### config.mk
export PLATFORM = sky130hd
export DESIGN_NAME = ring_neighbour_exclusion_arbiter
export DESIGN_NICKNAME = d
export VERILOG_FILES = /design/src/design/rnx_pkg.sv /design/src/design/rnx_ctrl.sv /design/src/design/rnx_datapath.sv /design/src/design/ring_neighbour_exclusion_arbiter.sv
export SDC_FILE = /design/constraint.sdc
export NUM_CORES = 1
export LEC_CHECK = 0
export ABC_AREA = 1
export BUFFER_PORTS_ARGS = -buffer_cell sky130_fd_sc_hd__buf_2
export CAP_MARGIN = 5
export CORE_ASPECT_RATIO = 0.5
export CORE_UTILIZATION = 58
export DETAILED_ROUTE_END_ITERATION = 8
export HOLD_SLACK_MARGIN = 0.02
export PLACE_DENSITY_LB_ADDON = 0.08
export SETUP_SLACK_MARGIN = 0.4
export SLEW_MARGIN = 25
export SYNTH_ARGS = -nofsm -noshare
export SYNTH_HDL_FRONTEND = slang
export SYNTH_HIERARCHICAL = 1
export SYNTH_SLANG_ARGS = --single-unit
### constraint.sdc
create_clock -name clk_i -period 6.36 [get_ports clk_i]
set_input_delay 1.908 -clock clk_i [delete_from_list [all_inputs] [get_ports clk_i]]
set_output_delay 1.908 -clock clk_i [all_outputs]
set_load 0.02 [all_outputs]
### src/design/rnx_pkg.sv
// ----------------------------------------------------------------------------
// rnx_pkg
// Shared types and constants for the ring neighbour exclusion arbiter.
// ----------------------------------------------------------------------------
package rnx_pkg;

  localparam int unsigned MAX_DINERS_DEF = 10;
  localparam int unsigned MODE_W         = 2;
  localparam int unsigned IDX_W          = 4;
  localparam int unsigned MIN_W          = 4;
  localparam int unsigned GRANT_W        = 10;
  localparam int unsigned STATUS_W       = 3;
  localparam int unsigned SNAP_POS       = 10;
  localparam int unsigned SNAP_W         = 2 * SNAP_POS;
  localparam int unsigned SIZE_W         = 4;

  localparam logic [MIN_W-1:0] MIN_DINERS_RST = 4'd2;

  typedef enum logic [1:0] {
    ST_NONE     = 2'd0,
    ST_THINKING = 2'd1,
    ST_WAITING  = 2'd2,
    ST_EATING   = 2'd3
  } diner_state_e;

  typedef enum logic [MODE_W-1:0] {
    MODE_REQUEST = 2'd0,
    MODE_RELEASE = 2'd1,
    MODE_JOIN    = 2'd2,
    MODE_LEAVE   = 2'd3
  } mode_e;

  typedef enum logic [STATUS_W-1:0] {
    STATUS_OK        = 3'd0,
    STATUS_FULL      = 3'd1,
    STATUS_MIN       = 3'd2,
    STATUS_BUSY      = 3'd3,
    STATUS_BAD_INDEX = 3'd4
  } status_e;

  typedef struct packed {
    logic capture;
    logic nbr;
    logic update;
    logic cfg_write;
  } cmd_t;

endpackage

### src/design/rnx_ctrl.sv
// ----------------------------------------------------------------------------
// rnx_ctrl
// Sequencer for the arbiter: takes one beat, steps the datapath through
// neighbour lookup and update, and holds the result beat until it is taken.
// ----------------------------------------------------------------------------
module rnx_ctrl (
  input  logic          clk_i,
  input  logic          rst_ni,
  input  logic          in_valid_i,
  output logic          in_stall_o,
  output logic          out_valid_o,
  input  logic          out_stall_i,
  input  logic          cfg_valid_i,
  output logic          cfg_ready_o,
  output rnx_pkg::cmd_t cmd_o
);

  typedef enum logic [1:0] {
    S_IDLE,
    S_NBR,
    S_UPD
  } ctrl_state_e;

  ctrl_state_e state_q;
  logic        in_stall_q;
  logic        out_valid_q;
  logic        out_valid_d;
  logic        cfg_ready_q;
  logic        out_free;
  logic        upd_go;

  assign out_free    = !out_valid_q || !out_stall_i;
  assign upd_go      = (state_q == S_UPD) && out_free;
  assign out_valid_d = upd_go ? 1'b1 : (out_valid_q && out_stall_i);

  always_ff @(posedge clk_i or negedge rst_ni) begin
    if (!rst_ni) begin
      state_q     <= S_IDLE;
      in_stall_q  <= 1'b0;
      out_valid_q <= 1'b0;
      cfg_ready_q <= 1'b1;
    end else begin
      out_valid_q <= out_valid_d;
      case (state_q)
        S_IDLE: begin
          if (in_valid_i && !in_stall_q) begin
            state_q     <= S_NBR;
            in_stall_q  <= 1'b1;
            cfg_ready_q <= 1'b0;
          end
        end
        S_NBR: begin
          state_q <= S_UPD;
        end
        S_UPD: begin
          if (out_free) begin
            state_q     <= S_IDLE;
            in_stall_q  <= 1'b0;
            cfg_ready_q <= 1'b1;
          end
        end
        default: begin
          state_q <= S_IDLE;
        end
      endcase
    end
  end

  always_comb begin
    cmd_o.capture   = (state_q == S_IDLE) && in_valid_i && !in_stall_q;
    cmd_o.nbr       = (state_q == S_NBR);
    cmd_o.update    = upd_go;
    cmd_o.cfg_write = cfg_valid_i && cfg_ready_q;
  end

  assign in_stall_o  = in_stall_q;
  assign out_valid_o = out_valid_q;
  assign cfg_ready_o = cfg_ready_q;

endmodule

### src/design/rnx_datapath.sv
// ----------------------------------------------------------------------------
// rnx_datapath
// Client state ring, live count, minimum register, neighbour lookup and the
// result register of the arbiter.
// ----------------------------------------------------------------------------
module rnx_datapath #(
  parameter int unsigned MaxDiners = rnx_pkg::MAX_DINERS_DEF
) (
  input  logic                          clk_i,
  input  logic                          rst_ni,
  input  rnx_pkg::cmd_t                 cmd_i,
  input  logic [rnx_pkg::MODE_W-1:0]    mode_i,
  input  logic [rnx_pkg::IDX_W-1:0]     diner_index_i,
  input  logic [rnx_pkg::MIN_W-1:0]     cfg_data_i,
  output logic [rnx_pkg::GRANT_W-1:0]   grant_mask_o,
  output logic [rnx_pkg::STATUS_W-1:0]  status_o,
  output logic [rnx_pkg::SNAP_W-1:0]    state_snapshot_o,
  output logic [rnx_pkg::SIZE_W-1:0]    ring_size_o
);

  localparam int unsigned PosW  = $clog2(MaxDiners);
  localparam int unsigned CntW  = $clog2(MaxDiners + 1);
  localparam int unsigned CmpW  = (CntW > rnx_pkg::MIN_W) ? CntW : rnx_pkg::MIN_W;
  localparam int unsigned SizeW = rnx_pkg::SIZE_W;

  rnx_pkg::mode_e               mode_q;
  logic [rnx_pkg::IDX_W-1:0]    idx_q;
  logic [PosW-1:0]              p_q, l_q, r_q, ll_q, rr_q;
  logic [PosW-1:0]              p_d, l_d, r_d, ll_d, rr_d;
  rnx_pkg::diner_state_e        state_q [MaxDiners];
  rnx_pkg::diner_state_e        st_n [MaxDiners];
  logic [CntW-1:0]              cnt_q, cnt_n;
  logic [rnx_pkg::MIN_W-1:0]    min_q;
  logic [MaxDiners-1:0]         grant_n;
  rnx_pkg::status_e             status_n;
  logic                         bad_idx;
  logic                         at_min;
  logic [rnx_pkg::GRANT_W-1:0]  grant_w;
  logic [rnx_pkg::SNAP_W-1:0]   snap_w;
  logic [rnx_pkg::GRANT_W-1:0]  grant_q;
  rnx_pkg::status_e             status_q;
  logic [rnx_pkg::SNAP_W-1:0]   snap_q;
  logic [rnx_pkg::SIZE_W-1:0]   size_q;

  function automatic logic [PosW-1:0] left_of(input logic [PosW-1:0] p,
                                              input logic [CntW-1:0] cnt);
    logic [CntW-1:0] last;
    last = cnt - CntW'(1);
    if (p == '0) begin
      return last[PosW-1:0];
    end
    return p - PosW'(1);
  endfunction

  function automatic logic [PosW-1:0] right_of(input logic [PosW-1:0] p,
                                               input logic [CntW-1:0] cnt);
    logic [CntW-1:0] nxt;
    nxt = CntW'(p) + CntW'(1);
    if (nxt >= cnt) begin
      return '0;
    end
    return nxt[PosW-1:0];
  endfunction

  always_comb begin
    logic [CntW-1:0] last;
    last = cnt_q - CntW'(1);
    if (mode_q == rnx_pkg::MODE_LEAVE) begin
      p_d = last[PosW-1:0];
    end else begin
      p_d = PosW'(idx_q);
    end
    l_d  = left_of(p_d, cnt_q);
    r_d  = right_of(p_d, cnt_q);
    ll_d = left_of(l_d, cnt_q);
    rr_d = right_of(r_d, cnt_q);
  end

  assign bad_idx = CmpW'(idx_q) >= CmpW'(cnt_q);
  assign at_min  = (CmpW'(cnt_q) <= CmpW'(min_q)) || (cnt_q == '0);

  always_comb begin
    st_n     = state_q;
    cnt_n    = cnt_q;
    grant_n  = '0;
    status_n = rnx_pkg::STATUS_OK;
    case (mode_q)
      rnx_pkg::MODE_REQUEST: begin
        if (bad_idx) begin
          status_n = rnx_pkg::STATUS_BAD_INDEX;
        end else begin
          st_n[p_q] = rnx_pkg::ST_WAITING;
          if (st_n[l_q] != rnx_pkg::ST_EATING && st_n[r_q] != rnx_pkg::ST_EATING) begin
            st_n[p_q]    = rnx_pkg::ST_EATING;
            grant_n[p_q] = 1'b1;
          end
        end
      end
      rnx_pkg::MODE_RELEASE: begin
        if (bad_idx) begin
          status_n = rnx_pkg::STATUS_BAD_INDEX;
        end else begin
          st_n[p_q] = rnx_pkg::ST_THINKING;
          if (st_n[l_q] == rnx_pkg::ST_WAITING && st_n[ll_q] != rnx_pkg::ST_EATING) begin
            st_n[l_q]    = rnx_pkg::ST_EATING;
            grant_n[l_q] = 1'b1;
          end
          if (st_n[r_q] == rnx_pkg::ST_WAITING && st_n[rr_q] != rnx_pkg::ST_EATING) begin
            st_n[r_q]    = rnx_pkg::ST_EATING;
            grant_n[r_q] = 1'b1;
          end
        end
      end
      rnx_pkg::MODE_JOIN: begin
        if (cnt_q >= CntW'(MaxDiners)) begin
          status_n = rnx_pkg::STATUS_FULL;
        end else begin
          st_n[cnt_q[PosW-1:0]] = rnx_pkg::ST_THINKING;
          cnt_n                 = cnt_q + CntW'(1);
        end
      end
      rnx_pkg::MODE_LEAVE: begin
        if (at_min) begin
          status_n = rnx_pkg::STATUS_MIN;
        end else if (state_q[l_q] == rnx_pkg::ST_EATING &&
                     state_q[r_q] == rnx_pkg::ST_EATING) begin
          status_n = rnx_pkg::STATUS_BUSY;
        end else begin
          st_n[p_q] = rnx_pkg::ST_NONE;
          cnt_n     = cnt_q - CntW'(1);
        end
      end
      default: begin
        status_n = rnx_pkg::STATUS_OK;
      end
    endcase
  end

  for (genvar i = 0; i < rnx_pkg::SNAP_POS; i++) begin : g_out
    if (i < MaxDiners) begin : g_live
      assign grant_w[i]       = grant_n[i];
      assign snap_w[2*i +: 2] = st_n[i];
    end else begin : g_pad
      assign grant_w[i]       = 1'b0;
      assign snap_w[2*i +: 2] = 2'b00;
    end
  end

  always_ff @(posedge clk_i or negedge rst_ni) begin
    if (!rst_ni) begin
      for (int i = 0; i < MaxDiners; i++) begin
        state_q[i] <= rnx_pkg::ST_NONE;
      end
      cnt_q <= '0;
      min_q <= rnx_pkg::MIN_DINERS_RST;
    end else begin
      if (cmd_i.cfg_write) begin
        min_q <= cfg_data_i;
      end
      if (cmd_i.update) begin
        state_q <= st_n;
        cnt_q   <= cnt_n;
      end
    end
  end

  always_ff @(posedge clk_i) begin
    if (cmd_i.capture) begin
      mode_q <= rnx_pkg::mode_e'(mode_i);
      idx_q  <= diner_index_i;
    end
    if (cmd_i.nbr) begin
      p_q  <= p_d;
      l_q  <= l_d;
      r_q  <= r_d;
      ll_q <= ll_d;
      rr_q <= rr_d;
    end
    if (cmd_i.update) begin
      grant_q  <= grant_w;
      status_q <= status_n;
      snap_q   <= snap_w;
      size_q   <= SizeW'(cnt_n);
    end
  end

  assign grant_mask_o     = grant_q;
  assign status_o         = status_q;
  assign state_snapshot_o = snap_q;
  assign ring_size_o      = size_q;

endmodule

### src/design/ring_neighbour_exclusion_arbiter.sv
// A beat is captured into the mode and index registers, then the neighbour positions are
// registered, then the update step registers the result beat, which is held until it is taken.
// A new item is not accepted until the update step of the last one is done (in_stall_o stays
// high); a held result stalls the update step of the next item until it is taken.
// Reset: all ring positions empty, client count zero, minimum ring size two.
// ----------------------------------------------------------------------------
// ring_neighbour_exclusion_arbiter
// Keeps a ring of clients and grants each one only while no ring neighbour
// holds a grant; clients may join at or leave from the end of the ring.
// ----------------------------------------------------------------------------
module ring_neighbour_exclusion_arbiter #(
  parameter int unsigned MaxDiners = rnx_pkg::MAX_DINERS_DEF
) (
  input  logic                          clk_i,
  input  logic                          rst_ni,
  input  logic                          in_valid_i,
  output logic                          in_stall_o,
  input  logic [rnx_pkg::MODE_W-1:0]    mode_i,
  input  logic [rnx_pkg::IDX_W-1:0]     diner_index_i,
  output logic                          out_valid_o,
  input  logic                          out_stall_i,
  output logic [rnx_pkg::GRANT_W-1:0]   grant_mask_o,
  output logic [rnx_pkg::STATUS_W-1:0]  status_o,
  output logic [rnx_pkg::SNAP_W-1:0]    state_snapshot_o,
  output logic [rnx_pkg::SIZE_W-1:0]    ring_size_o,
  input  logic                          cfg_valid_i,
  output logic                          cfg_ready_o,
  input  logic [rnx_pkg::MIN_W-1:0]     cfg_data_i
);

  rnx_pkg::cmd_t cmd;

  rnx_ctrl u_ctrl (
    .clk_i       (clk_i),
    .rst_ni      (rst_ni),
    .in_valid_i  (in_valid_i),
    .in_stall_o  (in_stall_o),
    .out_valid_o (out_valid_o),
    .out_stall_i (out_stall_i),
    .cfg_valid_i (cfg_valid_i),
    .cfg_ready_o (cfg_ready_o),
    .cmd_o       (cmd)
  );

  rnx_datapath #(
    .MaxDiners (MaxDiners)
  ) u_datapath (
    .clk_i            (clk_i),
    .rst_ni           (rst_ni),
    .cmd_i            (cmd),
    .mode_i           (mode_i),
    .diner_index_i    (diner_index_i),
    .cfg_data_i       (cfg_data_i),
    .grant_mask_o     (grant_mask_o),
    .status_o         (status_o),
    .state_snapshot_o (state_snapshot_o),
    .ring_size_o      (ring_size_o)
  );

endmodule
==> metrics.cfg <==
[setup_path]
worstSetupEndpointType = flop
start_kind = flop
setup.reg_to_reg.worst_slack_ps = 1720
cp.arrival_ps = 4850
worst_ep_required_time_ps = 6580
r2r_cells = 26
crit_slowest_cell = sky130_fd_sc_hd__dfrtp_1
crit_fanout = 10
regToRegEndpoint = u_datapath/rr_q[3]$_SDFFCE_PP0P_
critical-path-max-stage-delay_ps = 550
regToRegStartpoint = u_datapath/cnt_q[0]$_DFFE_PN0P_
critical_path_class = reg2reg
crit_path_frequent_cell = sky130_fd_sc_hd__inv_1

[synthesis]
netlist_area_um2 = 7030
post_synth_and_or_nand_nor_area_fraction = 0.283
synth_sequential_area_ratio = 0.387
postSynthNetCount = 1022
netlist_instances = 983
synth-seq-cells = 96
yosys.cell_types.count = 51
ys.flop_type = sky130_fd_sc_hd__edfxtp_1
combinational_family_with_the_most_area_after_synthesis = simple AND/OR/NAND/NOR gates
muxShareOfSynthArea = 0.00303
yosysWarningCount = 6
adder_and_majority_gate_portion_of_the_synthesized_area = 0.0427
post_synth.cell_area_avg_um2 = 7.15
synth-async-reset-ratio = 0.344
synth_compound_gate_area_share = 0.178
yosys.area_share.xor_xnor = 0.00872
synth-edff-count = 63

[placement]
detailedPlacementHpwl_um = 20200
gpl.final_weighted_congestion = 1.14
io_port_bufs = 54
placed_cell_area_um2 = 7400
placement.setup.worst_slack_ps = 1910

[routing]
drt_pre_antenna_iters = 8
vias = 7729
antenna_violating_nets_post_route = 0
initialDrtViolationCount = 1601
post_drt_wl_per_cell_um = 22.6
detail_route.wirelength_um = 26800
detail_route.vias_per_cell = 6.51
post-route-drc-count = 0

[cells_and_area]
multi_input_comb_area_um2 = 3620
fill_cells = 984
nets = 1062
register_area_um2 = 2720
design_area_um2 = 7690
layout_commonest_cell = sky130_fd_sc_hd__nand2_1
area.growth.synth_to_final_pct = 9.41
final_cell_mix = sky130_fd_sc_hd__nand2_1, sky130_fd_sc_hd__inv_1, sky130_fd_sc_hd__nor2_1
final_layout_size_suffix_gt1_frac = 0.0905

[sta]
timing_max_transition_violations_final = 0
final.setup.tns_ps = 0
timing.fmax_ghz = 0.216
final-hold-violation-count = 0
worstMarginPinSlew_ps = 969
setup_violations = 0
layout_setup_ws_ps = 1720
final_period_minus_worst_setup_slack_ps = 4640
fin_worst_skew_ps = 10.6
unrepaired_setup_endpoints_after_global_routing = false
layout_worst_path_cycle_share = 0.729
timing.max_slew.rel_slack = 0.353

[hold_path]
hp-start = u_ctrl/cfg_ready_o$_DFFE_PN1P_
hold-path-cell-count = 2
min_path_type = reg2reg
whs_endpoint = u_ctrl/cfg_ready_o$_DFFE_PN1P_

[die]
fp.dieW_um = 158
fp-row-count = 27
fp.dieH_um = 79.9
start_util = 0.618
io-pin-count = 55
coreArea_um2 = 11400
overall_die_area_um2 = 12600

[power]
vdd_drop_max_mv = 0.750
total_leakage_power_nw = 3.66
cellPowerDensity_nw_per_um2 = 531

[clocking]
clk_root_buffer_cell = sky130_fd_sc_hd__clkbuf_16
cts_resized = 0
worst_skew_pair.late_latency_ps = 350
cts_tree = yes
number_of_buffers_between_clock_root_and_the_deepest_sink = 2
clkSlewWorstSetupHoldPaths_ps = 80
ctsHtreeMaxLevel = 3
clock_sink_count = 96
cts_hold_buf = 0
cts_setup_buffers = 0
tritoncts.num_buffers = 9

[global_route]
first_global_vias = 7063
grt_first_pass_wirelength_um = 40800
grt_util_all_layers = 0.448
overflow = 0
initial_antenna_violation_count = 0
grt_max_degree = 74

[run]
maxCapViolations = 0

[outcome]
status = finished, final reports clean

## power by group
part / internal [W] / switching [W] / total, W
registers: 0.000965 / 0.000285 / 0.00125
clock network: 0.000284 / 0.000261 / 0.000544
logic: 0.000641 / 0.00165 / 0.00229
## critical path, delay by kind of cell (launching register included)
family | cells | cell delay, ps
and+or+nand+nor | 8 | 970
adders and majority gates | 3 | 870
buffers and inverters | 8 | 840
AOI/OAI and AO/OA | 5 | 760
DFF | 1 | 550
xor gates and xnor gates | 2 | 500
## synthesized netlist by cell type, types with 2 or more instances
cell	n	share of area
sky130_fd_sc_hd__nand2_1	253	0.14
sky130_fd_sc_hd__o22ai_1	19	0.017
sky130_fd_sc_hd__a32oi_1	3	0.0037
sky130_fd_sc_hd__inv_1	147	0.078
sky130_fd_sc_hd__a21oi_1	31	0.022
sky130_fd_sc_hd__o21bai_1	2	0.0021
sky130_fd_sc_hd__buf_1	2	0.0011
sky130_fd_sc_hd__buf_4	3	0.0032
sky130_fd_sc_hd__nand3_1	80	0.057
sky130_fd_sc_hd__dfrtp_1	31	0.11
sky130_fd_sc_hd__nand3b_1	2	0.0021
sky130_fd_sc_hd__nand4_1	9	0.0080
sky130_fd_sc_hd__a22oi_1	3	0.0032
sky130_fd_sc_hd__xor2_1	6	0.0075
sky130_fd_sc_hd__a21boi_1	8	0.0085
sky130_fd_sc_hd__o311ai_0	2	0.0025
sky130_fd_sc_hd__buf_2	6	0.0043
sky130_fd_sc_hd__o2111ai_1	2	0.0025
sky130_fd_sc_hd__nor2_4	2	0.0032
sky130_fd_sc_hd__o32ai_1	2	0.0025
sky130_fd_sc_hd__o41ai_1	2	0.0025
sky130_fd_sc_hd__nand2_2	2	0.0018
sky130_fd_sc_hd__o21ai_0	94	0.067
sky130_fd_sc_hd__o211ai_1	19	0.020
sky130_fd_sc_hd__nor2_1	100	0.053
sky130_fd_sc_hd__clkbuf_1	18	0.0096
sky130_fd_sc_hd__dfstp_2	2	0.0075
sky130_fd_sc_hd__nor3_1	9	0.0064
sky130_fd_sc_hd__edfxtp_1	63	0.27
sky130_fd_sc_hd__nand3_2	6	0.0085
sky130_fd_sc_hd__a221oi_1	4	0.0050
sky130_fd_sc_hd__o221ai_1	3	0.0037
sky130_fd_sc_hd__a31oi_1	7	0.0062
sky130_fd_sc_hd__ha_1	24	0.043
## final cells by class
| class | instances | share of cell area |
|---|---|---|
| Antenna cell | 1 | 0.000325 |
| Clock buffer | 11 | 0.0316 |
| Clock inverter | 5 | 0.00586 |
| Inverter | 149 | 0.0727 |
| Multi-Input combinational cell | 709 | 0.471 |
| Sequential cell | 96 | 0.354 |
| Tap cell | 159 | 0.0259 |
| Timing Repair Buffer | 58 | 0.0390 |
## stage by stage
stage	cells	hold WS [ps]	power [W]	util
after CTS	1187	492	0.00394	0.675
after global routing	1187	516	0.00429	0.675
after global placement	1171	472	0.00330	0.650
after floorplan	983	463	0.00265	-
after detailed placement	1171	483	0.00339	0.650
final	1188	487	0.00409	0.676
## worst max path at each step
stage | depth (start not counted) | start | end
after CTS | 26 | u_datapath/cnt_q[0]$_DFFE_PN0P_ | u_datapath/rr_q[3]$_SDFFCE_PP0P_
final | 26 | u_datapath/cnt_q[0]$_DFFE_PN0P_ | u_datapath/rr_q[3]$_SDFFCE_PP0P_
after detailed placement | 24 | u_datapath/mode_q[1]$_DFFE_PP_ | u_datapath/rr_q[3]$_SDFFCE_PP0P_
after global routing | 26 | u_datapath/cnt_q[0]$_DFFE_PN0P_ | u_datapath/rr_q[3]$_SDFFCE_PP0P_
after global placement | 26 | u_datapath/cnt_q[0]$_DFFE_PN0P_ | u_datapath/rr_q[3]$_SDFFCE_PP0P_
after floorplan | 26 | u_datapath/mode_q[1]$_DFFE_PP_ | u_datapath/rr_q[2]$_SDFFCE_PP0P_
## routing by layer
layer / part of all wire / vias up / track usage
li1: - / 3387 / -
met1: 0.38 / 3514 / 0.592
met5: 0 / - / 0
met2: 0.39 / 700 / 0.630
met4: 0.045 / 0 / 0.167
met3: 0.18 / 128 / 0.207
## cells by family after synthesis
group / count (synthesis)
AND/OR/NAND/NOR: 467
flip-flops: 96
buffers and inverters: 178
multiplexers: 2
adder cells (fa/ha/maj): 24
XOR/XNOR: 7
AO/OA/AOI/OAI: 209
Note: power is estimated with default switching activity, not from simulation.
